[src/design/cctsd_pkg.sv]
package cctsd_pkg;

  // tooth counter value while position is unknown
  localparam logic [6:0] NoSyncTooth = 7'd99;
  localparam logic [6:0] ToothOne    = 7'd1;
  localparam logic [6:0] ToothThree  = 7'd3;
  localparam logic [6:0] ToothWrap   = 7'd5;

  // filter time after reset, in microseconds
  localparam logic [15:0] ResetFilter = 16'd1500;

  // tooth angles in degrees
  localparam logic [6:0] AngleShort = 7'd72;
  localparam logic [6:0] AngleLong  = 7'd108;

  // cam edge count that marks the sync point
  localparam logic [7:0] CamSyncCount = 8'd2;
  localparam logic [7:0] CamPostShort = 8'd3;

  // edge source codes
  localparam logic CmdPrimary   = 1'b0;
  localparam logic CmdSecondary = 1'b1;

  // coil end-of-charge request codes
  localparam logic [1:0] CoilNone = 2'd0;
  localparam logic [1:0] CoilOne  = 2'd1;
  localparam logic [1:0] CoilTwo  = 2'd2;

  // configuration register indexes, taken from paddr[2]
  localparam logic RegCrankLock     = 1'b0;
  localparam logic RegDefaultFilter = 1'b1;

endpackage

[src/design/crank_cam_tooth_sync_decoder.sv]
// channel   signals                                        direction
// input     in_valid_i / in_ready_o, cmd_i, timestamp_i,   in
//           cranking_i
// output    out_valid_o / out_ready_i, accepted_o .. revolutions_o  out
// config    psel, penable, pwrite, paddr, pwdata, prdata, pready     apb
//
// an edge transaction waits in the input register while the output is stalled, and
// the edge that moves it on updates the decoder state and loads the result register
// one transaction is accepted every cycle while the output side keeps taking results
// a stalled output holds its result and the input register, then in_ready_o drops
// rst_ni clears all decoder state and configuration at once, no clearing pass
module crank_cam_tooth_sync_decoder
  import cctsd_pkg::*;
(
  input  logic        clk_i,
  input  logic        rst_ni,

  input  logic        in_valid_i,
  output logic        in_ready_o,
  input  logic        cmd_i,
  input  logic [31:0] timestamp_i,
  input  logic        cranking_i,

  output logic        out_valid_o,
  input  logic        out_ready_i,
  output logic        accepted_o,
  output logic [6:0]  tooth_number_o,
  output logic        sync_o,
  output logic [6:0]  tooth_angle_o,
  output logic [31:0] filter_time_o,
  output logic [1:0]  coil_end_o,
  output logic [31:0] last_tooth_time_o,
  output logic [31:0] prior_tooth_time_o,
  output logic [31:0] tooth_one_time_o,
  output logic [31:0] revolutions_o,

  input  logic        psel,
  input  logic        penable,
  input  logic        pwrite,
  input  logic [2:0]  paddr,
  input  logic [31:0] pwdata,
  output logic [31:0] prdata,
  output logic        pready
);

  // configuration registers
  logic        crank_lock_q;
  logic [15:0] default_filter_q;

  // input register
  logic        s1_valid_q;
  logic        s1_cmd_q;
  logic [31:0] s1_ts_q;
  logic        s1_cranking_q;

  // decoder state
  logic [6:0]  tooth_q, tooth_d;
  logic        sync_q, sync_d;
  logic [31:0] filter_q, filter_d;
  logic        angle_long_q, angle_long_d;
  logic [31:0] last_time_q, last_time_d;
  logic [31:0] prior_time_q, prior_time_d;
  logic [31:0] one_time_q, one_time_d;
  logic [31:0] rev_q, rev_d;
  logic [31:0] cam_last_q, cam_last_d;
  logic [31:0] cam_gap_q, cam_gap_d;
  logic [7:0]  cam_count_q, cam_count_d;

  // per-edge results
  logic        accepted_d;
  logic [1:0]  coil_d;

  // result register
  logic        out_valid_q;
  logic        accepted_q;
  logic [6:0]  tooth_out_q;
  logic        sync_out_q;
  logic        angle_out_q;
  logic [31:0] filter_out_q;
  logic [1:0]  coil_q;
  logic [31:0] last_out_q;
  logic [31:0] prior_out_q;
  logic [31:0] one_out_q;
  logic [31:0] rev_out_q;

  // handshake between stages
  logic out_free;
  logic s1_fire;
  logic in_fire;
  logic cfg_write;

  assign out_free   = !out_valid_q || out_ready_i;
  assign s1_fire    = s1_valid_q && out_free;
  assign in_ready_o = !s1_valid_q || out_free;
  assign in_fire    = in_valid_i && in_ready_o;

  // apb port, always ready
  assign pready    = 1'b1;
  assign cfg_write = psel && penable && pwrite && pready;

  always_comb begin
    case (paddr[2])
      RegCrankLock:     prdata = {31'd0, crank_lock_q};
      RegDefaultFilter: prdata = {16'd0, default_filter_q};
      default:          prdata = 32'd0;
    endcase
  end

  always_ff @(posedge clk_i or negedge rst_ni) begin
    if (!rst_ni) begin
      crank_lock_q     <= 1'b0;
      default_filter_q <= ResetFilter;
    end else if (cfg_write) begin
      case (paddr[2])
        RegCrankLock:     crank_lock_q     <= pwdata[0];
        RegDefaultFilter: default_filter_q <= pwdata[15:0];
        default:          ;
      endcase
    end
  end

  // edge decode and state update
  always_comb begin
    logic [31:0] gap;
    logic [6:0]  next;
    logic        is_one;
    logic        sync_now;
    logic [33:0] gap_x3;

    gap    = s1_ts_q - last_time_q;
    next   = (tooth_q >= NoSyncTooth) ? NoSyncTooth : tooth_q + 7'd1;
    is_one = (next == ToothOne) || (next == ToothWrap);
    gap_x3 = {2'b00, gap} + {1'b0, gap, 1'b0};
    sync_now = sync_q || is_one;

    tooth_d      = tooth_q;
    sync_d       = sync_q;
    filter_d     = filter_q;
    angle_long_d = angle_long_q;
    last_time_d  = last_time_q;
    prior_time_d = prior_time_q;
    one_time_d   = one_time_q;
    rev_d        = rev_q;
    cam_last_d   = cam_last_q;
    cam_gap_d    = cam_gap_q;
    cam_count_d  = cam_count_q;
    accepted_d   = 1'b0;
    coil_d       = CoilNone;

    if (s1_cmd_q == CmdPrimary) begin
      if (gap >= filter_q) begin
        accepted_d = 1'b1;
        tooth_d    = is_one ? ToothOne : next;
        if (is_one) begin
          one_time_d = s1_ts_q;
          sync_d     = 1'b1;
          rev_d      = rev_q + 32'd1;
        end
        if (sync_now) begin
          if (s1_cranking_q && crank_lock_q) begin
            if (is_one) begin
              coil_d = CoilOne;
            end else if (next == ToothThree) begin
              coil_d = CoilTwo;
            end
          end
          // whole gap on teeth one and three, else 3/8 of it
          if (is_one || next == ToothThree) begin
            angle_long_d = 1'b0;
            filter_d     = gap;
          end else begin
            angle_long_d = 1'b1;
            filter_d     = {1'b0, gap_x3[33:3]};
          end
          prior_time_d = last_time_q;
          last_time_d  = s1_ts_q;
        end
      end
    end else begin
      cam_gap_d  = s1_ts_q - cam_last_q;
      cam_last_d = s1_ts_q;
      // search for the short cam gap before sync
      if (!sync_q) begin
        if (cam_count_q == CamSyncCount) begin
          tooth_d     = ToothOne;
          sync_d      = 1'b1;
          cam_count_d = CamPostShort;
        end else begin
          filter_d = {16'd0, default_filter_q};
          if (cam_gap_d < {1'b0, cam_gap_q[31:1]}) begin
            cam_count_d = CamPostShort;
          end else begin
            cam_count_d = cam_count_q + 8'd1;
          end
        end
      end
    end
  end

  // input register
  always_ff @(posedge clk_i or negedge rst_ni) begin
    if (!rst_ni) begin
      s1_valid_q <= 1'b0;
    end else if (in_ready_o) begin
      s1_valid_q <= in_valid_i;
    end
  end

  always_ff @(posedge clk_i) begin
    if (in_fire) begin
      s1_cmd_q      <= cmd_i;
      s1_ts_q       <= timestamp_i;
      s1_cranking_q <= cranking_i;
    end
  end

  // decoder state registers
  always_ff @(posedge clk_i or negedge rst_ni) begin
    if (!rst_ni) begin
      tooth_q      <= NoSyncTooth;
      sync_q       <= 1'b0;
      filter_q     <= {16'd0, ResetFilter};
      angle_long_q <= 1'b1;
      last_time_q  <= 32'd0;
      prior_time_q <= 32'd0;
      one_time_q   <= 32'd0;
      rev_q        <= 32'd0;
      cam_last_q   <= 32'd0;
      cam_gap_q    <= 32'd0;
      cam_count_q  <= 8'd0;
    end else if (s1_fire) begin
      tooth_q      <= tooth_d;
      sync_q       <= sync_d;
      filter_q     <= filter_d;
      angle_long_q <= angle_long_d;
      last_time_q  <= last_time_d;
      prior_time_q <= prior_time_d;
      one_time_q   <= one_time_d;
      rev_q        <= rev_d;
      cam_last_q   <= cam_last_d;
      cam_gap_q    <= cam_gap_d;
      cam_count_q  <= cam_count_d;
    end
  end

  // result register
  always_ff @(posedge clk_i or negedge rst_ni) begin
    if (!rst_ni) begin
      out_valid_q <= 1'b0;
    end else if (out_free) begin
      out_valid_q <= s1_valid_q;
    end
  end

  always_ff @(posedge clk_i) begin
    if (s1_fire) begin
      accepted_q   <= accepted_d;
      tooth_out_q  <= tooth_d;
      sync_out_q   <= sync_d;
      angle_out_q  <= angle_long_d;
      filter_out_q <= filter_d;
      coil_q       <= coil_d;
      last_out_q   <= last_time_d;
      prior_out_q  <= prior_time_d;
      one_out_q    <= one_time_d;
      rev_out_q    <= rev_d;
    end
  end

  assign out_valid_o        = out_valid_q;
  assign accepted_o         = accepted_q;
  assign tooth_number_o     = tooth_out_q;
  assign sync_o             = sync_out_q;
  assign tooth_angle_o      = angle_out_q ? AngleLong : AngleShort;
  assign filter_time_o      = filter_out_q;
  assign coil_end_o         = coil_q;
  assign last_tooth_time_o  = last_out_q;
  assign prior_tooth_time_o = prior_out_q;
  assign tooth_one_time_o   = one_out_q;
  assign revolutions_o      = rev_out_q;

endmodule

[config.mk]
export PLATFORM = sky130hd
export DESIGN_NAME = crank_cam_tooth_sync_decoder
export DESIGN_NICKNAME = d
export VERILOG_FILES = /design/src/design/cctsd_pkg.sv /design/src/design/crank_cam_tooth_sync_decoder.sv
export SDC_FILE = /design/constraint.sdc
export NUM_CORES = 1
export LEC_CHECK = 0
export BUFFER_PORTS_ARGS = -buffer_cell sky130_fd_sc_hd__buf_4
export CAP_MARGIN = 20
export CORE_UTILIZATION = 40
export CTS_CLUSTER_SIZE = 16
export DETAILED_ROUTE_END_ITERATION = 12
export SLEW_MARGIN = 0
export SYNTH_ARGS = -nofsm -noshare
export SYNTH_HDL_FRONTEND = slang
export SYNTH_SLANG_ARGS = --single-unit
[constraint.sdc]
create_clock -name clk_i -period 6.3 [get_ports clk_i]
set_clock_uncertainty 0.05 [all_clocks]
set_input_delay 0.315 -clock clk_i [delete_from_list [all_inputs] [get_ports clk_i]]
set_output_delay 0.315 -clock clk_i [all_outputs]
set_load 0.02 [all_outputs]
# Yosys cells after proc, flatten, opt, wreduce, memory -nomap -nowiden
# Index checks and enable logic that the tools add are counted.
# Widths: inputs -> output; s select.
[totals]
reg_bits = 466
latch_bits = 0
ramBits = 0
mem_bits_ro = 0
in_bits = 76
mem_count = 0
[classes]
n_addsub = 6
n_mul = 0
div = 0
magnitude_cmp = 3
eq_ne = 4
n_shift = 0
mux = 40
n_bitwise = 5
n_reduce_logical = 18
[op_table]
columns = ["operator", "n"]
rows = [
  ["$mux 32", 18],
  ["$pmux 32 s2", 1],
  ["$sub 32x32->32", 2],
  ["$mux 7", 6],
  ["$add 32x33->34", 1],
  ["$add 32x1->32 const B", 1],
  ["$ge 32x32->1", 1],
  ["$lt 32x31->1", 1],
  ["$mux 8", 2],
  ["$mux 1", 11],
  ["$add 8x1->8 const B", 1],
  ["$eq 8x2->1 const B", 1],
  ["$add 7x1->7 const B", 1],
  ["$eq 7x1->1 const B", 1],
  ["$eq 7x2->1 const B", 1],
  ["$eq 7x3->1 const B", 1],
  ["$ge 7x7->1 const B", 1],
  ["$mux 6", 1],
  ["$reduce_and 2->1", 3],
  ["$logic_and 1x1->1", 5],
  ["$logic_or 1x1->1", 5],
  ["$not 1->1", 5],
  ["$reduce_or 5->1", 1],
  ["$reduce_or 4->1", 1],
  ["3 further kinds", 4],
]

# Logic depth before layout (Yosys ltp)
[logic_depth]
word_depth = 9
ltp_mapped = 27
depth_no_buf = 25

# Least setup slack after synthesis
# No wires, ideal clock.
[synth_path]
path_kind = "register -> register"
startpoint = "register out_valid_q, in the netlist out_valid_o"
endpoint = "register accepted_q, in the netlist accepted_o (enable)"
setup_ns = 0.603
t_arrival_ns = 5.971
required_ns = 5.647
slack_ns = -0.324
stages_incl_launch_ff = 6
path_buffers = 2
synth_period_minus_slack_ns = 6.624
cell_sequence = "dfrtp_1 nand2b_1 nand2_1 clkinv_1 clkbuf_1 buf_1"
[synth_via]
elab_chain_cells = 3
[synth_lines]
columns = ["item", "line_no", "rtl"]
rows = [
  ["start, declared", "crank_cam_tooth_sync_decoder.sv:74", "logic out_valid_q;"],
  ["start signal, assigned", "crank_cam_tooth_sync_decoder.sv:251", "out_valid_q <= s1_valid_q;"],
  ["$logic_not 1->1", "crank_cam_tooth_sync_decoder.sv:92", "assign out_free = !out_valid_q || out_ready_i;"],
  ["$logic_or 1x1->1", "crank_cam_tooth_sync_decoder.sv:92", ""],
  ["$logic_and 1x1->1", "crank_cam_tooth_sync_decoder.sv:93", "assign s1_fire = s1_valid_q && out_free;"],
  ["via s1_fire", "crank_cam_tooth_sync_decoder.sv:88", "logic s1_fire;"],
  ["end signal, assigned", "crank_cam_tooth_sync_decoder.sv:257", "accepted_q <= accepted_d;"],
  ["end, declared", "crank_cam_tooth_sync_decoder.sv:75", "logic accepted_q;"],
]
# The timed path passes the listed nets, and every way through them passes these cells.
# A chain may end at the register's enable or synchronous reset.

# Final worst setup path
[layout_path]
startpoint = "register s1_ts_q[4]"
endpoint = "register filter_q[28]"
[layout_via]
elab_chain_cells = 6
[layout_lines]
columns = ["item", "line_no", "rtl"]
rows = [
  ["start, declared", "crank_cam_tooth_sync_decoder.sv:53", "logic [31:0] s1_ts_q;"],
  ["start signal, assigned", "crank_cam_tooth_sync_decoder.sv:212", "s1_ts_q <= timestamp_i;"],
  ["$sub 32x32->32 (*)", "crank_cam_tooth_sync_decoder.sv:130", "gap = s1_ts_q - last_time_q;"],
  ["$add 32x33->34", "crank_cam_tooth_sync_decoder.sv:133", "gap_x3 = {2'b00, gap} + {1'b0, gap, 1'b0};"],
  ["$mux 32", "crank_cam_tooth_sync_decoder.sv:168", "if (is_one || next == ToothThree) begin"],
  ["$mux 32", "crank_cam_tooth_sync_decoder.sv:159", "if (sync_now) begin"],
  ["$mux 32 (*)", "crank_cam_tooth_sync_decoder.sv:151", "if (gap >= filter_q) begin"],
  ["$mux 32 (*)", "crank_cam_tooth_sync_decoder.sv:150", "if (s1_cmd_q == CmdPrimary) begin"],
  ["end signal, assigned", "crank_cam_tooth_sync_decoder.sv:222", "filter_q <= {16'd0, ResetFilter};"],
  ["end signal, assigned", "crank_cam_tooth_sync_decoder.sv:234", "filter_q <= filter_d;"],
  ["end, declared", "crank_cam_tooth_sync_decoder.sv:59", "logic [31:0] filter_q, filter_d;"],
]
# Every way passes the cells marked *; elsewhere a longest branch is shown, timed or not.

==> results.cfg <==
[clocking]
cts_tree = built
clockBufferDepth = 3
htree_levels = 2
clockRootBuffer = clkbuf_16
path_clk_slew_ns = 0.07
numCtsBuffers = 54
cts_sinks = 465
clk_latency_ns = 0.62

[critical_path]
slowest_delay_ns = 0.52
cp.required_ns = 6.76
reg2reg_slack_ns = 0.38
cp_cell_sequence = ha_1 -> a21o_1 -> a31oi_1 -> a2111o_1 -> a31oi_1 -> a21oi_1 -> o21a_1 -> o21ai_1 -> mux2i_1 -> or2_2 -> ha_1 -> and4_1 -> a221oi_2 -> a21boi_1 -> nand2b_1 -> o31ai_1 -> o22ai_1 -> buf_4 -> nor4_1 -> mux2_1 -> or4_1 -> a21oi_1
cp_slowest_cell = or4_1
ff2ff_path_depth = 22
crit_type = reg2reg
cp-start-kind = flop
end_kind = flop
cp_max_fo = 5
worst-endpoint-arrival_ns = 6.38

[sta]
fin_crit_sh_pct = 93.9
tns_ns = 0
tightest_slew_ns = 1.06
rsz0062_at_grt = no
hold_violations = 0
setup_ws_ns = 0.383
fmax_mhz = 169
max-slew-margin-rel_pct = 29.3
min_period_ns = 5.92
drv_slew = 0
setup_violations = 0

[power]
ir_drop_mv = 0.419
powerDensity_nw_per_um2 = 640
total_leakage_power_nw = 14.1

[synthesis]
synthTopCellsByArea = edfxtp_1 (24%), dfrtp_1 (23%), ha_1 (7.8%), nand2_1 (5.2%), mux2_2 (5.2%)
yosys.area.top_type = edfxtp_1
synth_flop_cell = dfrtp_1
ys_async_sr_fraction_pct = 55.7
syn_area_per_cell_sq_um = 10.1
synth_cell_types = 89
synth_top_area_share_pct = 24.2
syn_area_sq_um = 25600
synth-xor-area-share_pct = 4.83
synth_compound_area_share_pct = 14.0
ys_seq_area_share_pct = 49.6
synth_edf_count = 206
ys_warn_count = 0
syn_inst = 2520
synth_top_family_by_area = compound AO/OA/AOI/OAI gates
synthAdderAreaFrac_pct = 7.94
synth-simple-area-share_pct = 13.6
synth_mux_area_share_pct = 5.52
synth-seq-cells = 465

[global_routing]
grt_max_degree = 186
antenna_found_initial = 0
met2_usage_pct = 37.4
met1_usage_pct = 30.4
grt_pass1_vias = 19100
grt_overflow_total = 0
grt_busiest_layer = met2
gr-usage-all-layers_pct = 22.5
grt_util_met3_pct = 3.07
grt_pass1_wl_um = 112000

[placed_design]
placement.io_buffers = 248
dp_cells = 3596
pre_cts_ws_ns = 0.215
place_congestion = 0.928
dp_hpwl_um = 54100

[floorplan]
start_util_pct = 40.5
chipWidth_um = 255
die_y_um = 255
fp.dieArea_sq_um = 64900
coreArea_sq_um = 63100
io_pins = 289
fp-row-count = 92

[outcome]
status = finished, final reports clean

[drt]
vias_per_cell = 5.28
wl_per_cell_um = 19.5
drt_pass1_iterations = 7
routed-via-count = 19800
wirelength_um = 73400
ant_nets = 0
drc_errors = 0
first_iter_violations = 1392

[cells_and_area]
final_common_cell = nand2_1
stdcell_count = 3754
diodes = 0
layout-drive-gt1-share_pct = 20.8
nets = 3099
synthToLayoutAreaGrowth_pct = 22.4
final_cell_mix = nand2_1 (355), buf_4 (326), dfrtp_1 (240)

[run]
cap_violations = 0

[min_path]
hold_path_depth = 4
hp-class = in2reg
cell usage after synthesis, types with 5 or more instances:
cell type and count:
a211o_1 5, a211oi_1 18, a21boi_0 8, a21o_1 62, a21oi_1 137, a221oi_1 5
a22o_1 5, a31oi_1 13, and2_1 23, and3_1 23, buf_1 9, buf_2 7
buf_4 25, clkbuf_1 79, dfrtp_1 240, dfstp_2 19, edfxtp_1 206, ha_1 159
inv_1 152, mux2_2 118, mux2i_1 7, nand2_1 357, nand2b_1 18, nand3_1 53
nand4_1 27, nor2_1 194, nor2b_1 11, nor3_1 20, nor3b_1 6, nor4_1 9
o211ai_1 12, o21a_1 26, o21ai_0 181, o21bai_1 14, o22ai_1 21, o31ai_1 11
or2_2 7, or3_1 11, xnor2_1 78, xor2_1 63
flip-flops by register name, indices dropped and copies added, names as in the netlist, 2 cells and up:
| name | count |
|---|---|
| one_time_q | 32 |
| s1_ts_q | 32 |
| cam_gap_q | 31 |
| filter_time_o | 32 |
| prior_tooth_time_o | 32 |
| filter_q | 32 |
| tooth_number_o | 7 |
| coil_end_o | 2 |
| tooth_one_time_o | 32 |
| prior_time_q | 32 |
| tooth_q | 7 |
| last_tooth_time_o | 32 |
| last_time_q | 32 |
| cam_count_q | 8 |
| rev_q | 32 |
| cam_last_q | 32 |
| revolutions_o | 32 |
| default_filter_q | 16 |
repair_timing:
| item | 4_1_cts | 5_1_grt |
|---|---|---|
| buffers inserted | 0 | 2 |
| hold buffers | 54 | 0 |
| setup endpoints to repair | 0 | 159 |
| endpoints found under the hold margin | 131 | 0 |
| gates resized for setup | 0 | 15 |
where the power goes:
| group | leakage (nW) | switching, mW | internal [mW] | total (mW) |
|---|---|---|---|---|
| Sequential | 5.19 | 0.547 | 4.50 | 5.04 |
| Clock | 0.947 | 1.34 | 2.04 | 3.38 |
| Combinational | 7.93 | 7.05 | 4.56 | 11.6 |
layer usage:
metal  up-vias  wire, um
li1       9551         -
met3        87      3470
met4         0      2080
met2       516     34700
met1      9650     33100
met5         -         0
final timing paths:
kind	start	endpoint
worst max-delay path	s1_ts_q[4]$_DFFE_PP_	filter_q[28]$_DFFE_PN0P_
worst min-delay path	penable	crank_lock_q$_DFFE_PN0P_
worst max register to register	s1_ts_q[4]$_DFFE_PP_	filter_q[28]$_DFFE_PN0P_
worst min register to register	angle_long_q$_DFFE_PN1P_	angle_long_q$_DFFE_PN1P_
max in group asynchronous	rst_ni	last_time_q[22]$_DFFE_PN0P_
min in group asynchronous	rst_ni	rev_q[31]$_DFFE_PN0P_
final cells by class:
type | count | area, sq um
Timing Repair Buffer | 386 | 3100
Sequential cell | 465 | 12700
Fill cell | 5793 | 31800
Clock buffer | 66 | 1510
Tap cell | 846 | 1060
Inverter | 153 | 582
Multi-Input combinational cell | 1802 | 11900
Clock inverter | 36 | 438
kinds of logic (layout without fill, tap and decap cells):
| group | count (synthesis) | in the layout |
|---|---|---|
| and+or+nand+nor | 782 | 782 |
| AOI/OAI and AO/OA | 570 | 570 |
| DFF | 465 | 465 |
| buffers and inverters | 273 | 641 |
| adders and majority gates | 161 | 161 |
| xor gates and xnor gates | 141 | 141 |
| muxes | 126 | 126 |
| other | 2 | 22 |
stage by stage:
step	area [sq um]	power [mW]	hold WS, ns	util, %
after global placement	28700	16.2	0.336	45.6
after floorplan	25600	12.7	-0.0306	-
after detailed placement	28700	16.5	0.344	45.6
after global routing	31300	21.5	0.0788	49.6
final	31300	20.0	0.0822	49.6
after CTS	31200	20.0	0.0524	49.5
worst max-delay path, delay by kind of cell (launching register included):
family / cells / cell delay, ns
AO/OA/AOI/OAI: 12 / 2.63
AND/OR/NAND/NOR: 5 / 1.29
adder cells (fa/ha/maj): 2 / 0.74
multiplexers: 2 / 0.47
flip-flops: 1 / 0.42
buffers and inverters: 1 / 0.21
(Power assumes the default switching activity.)
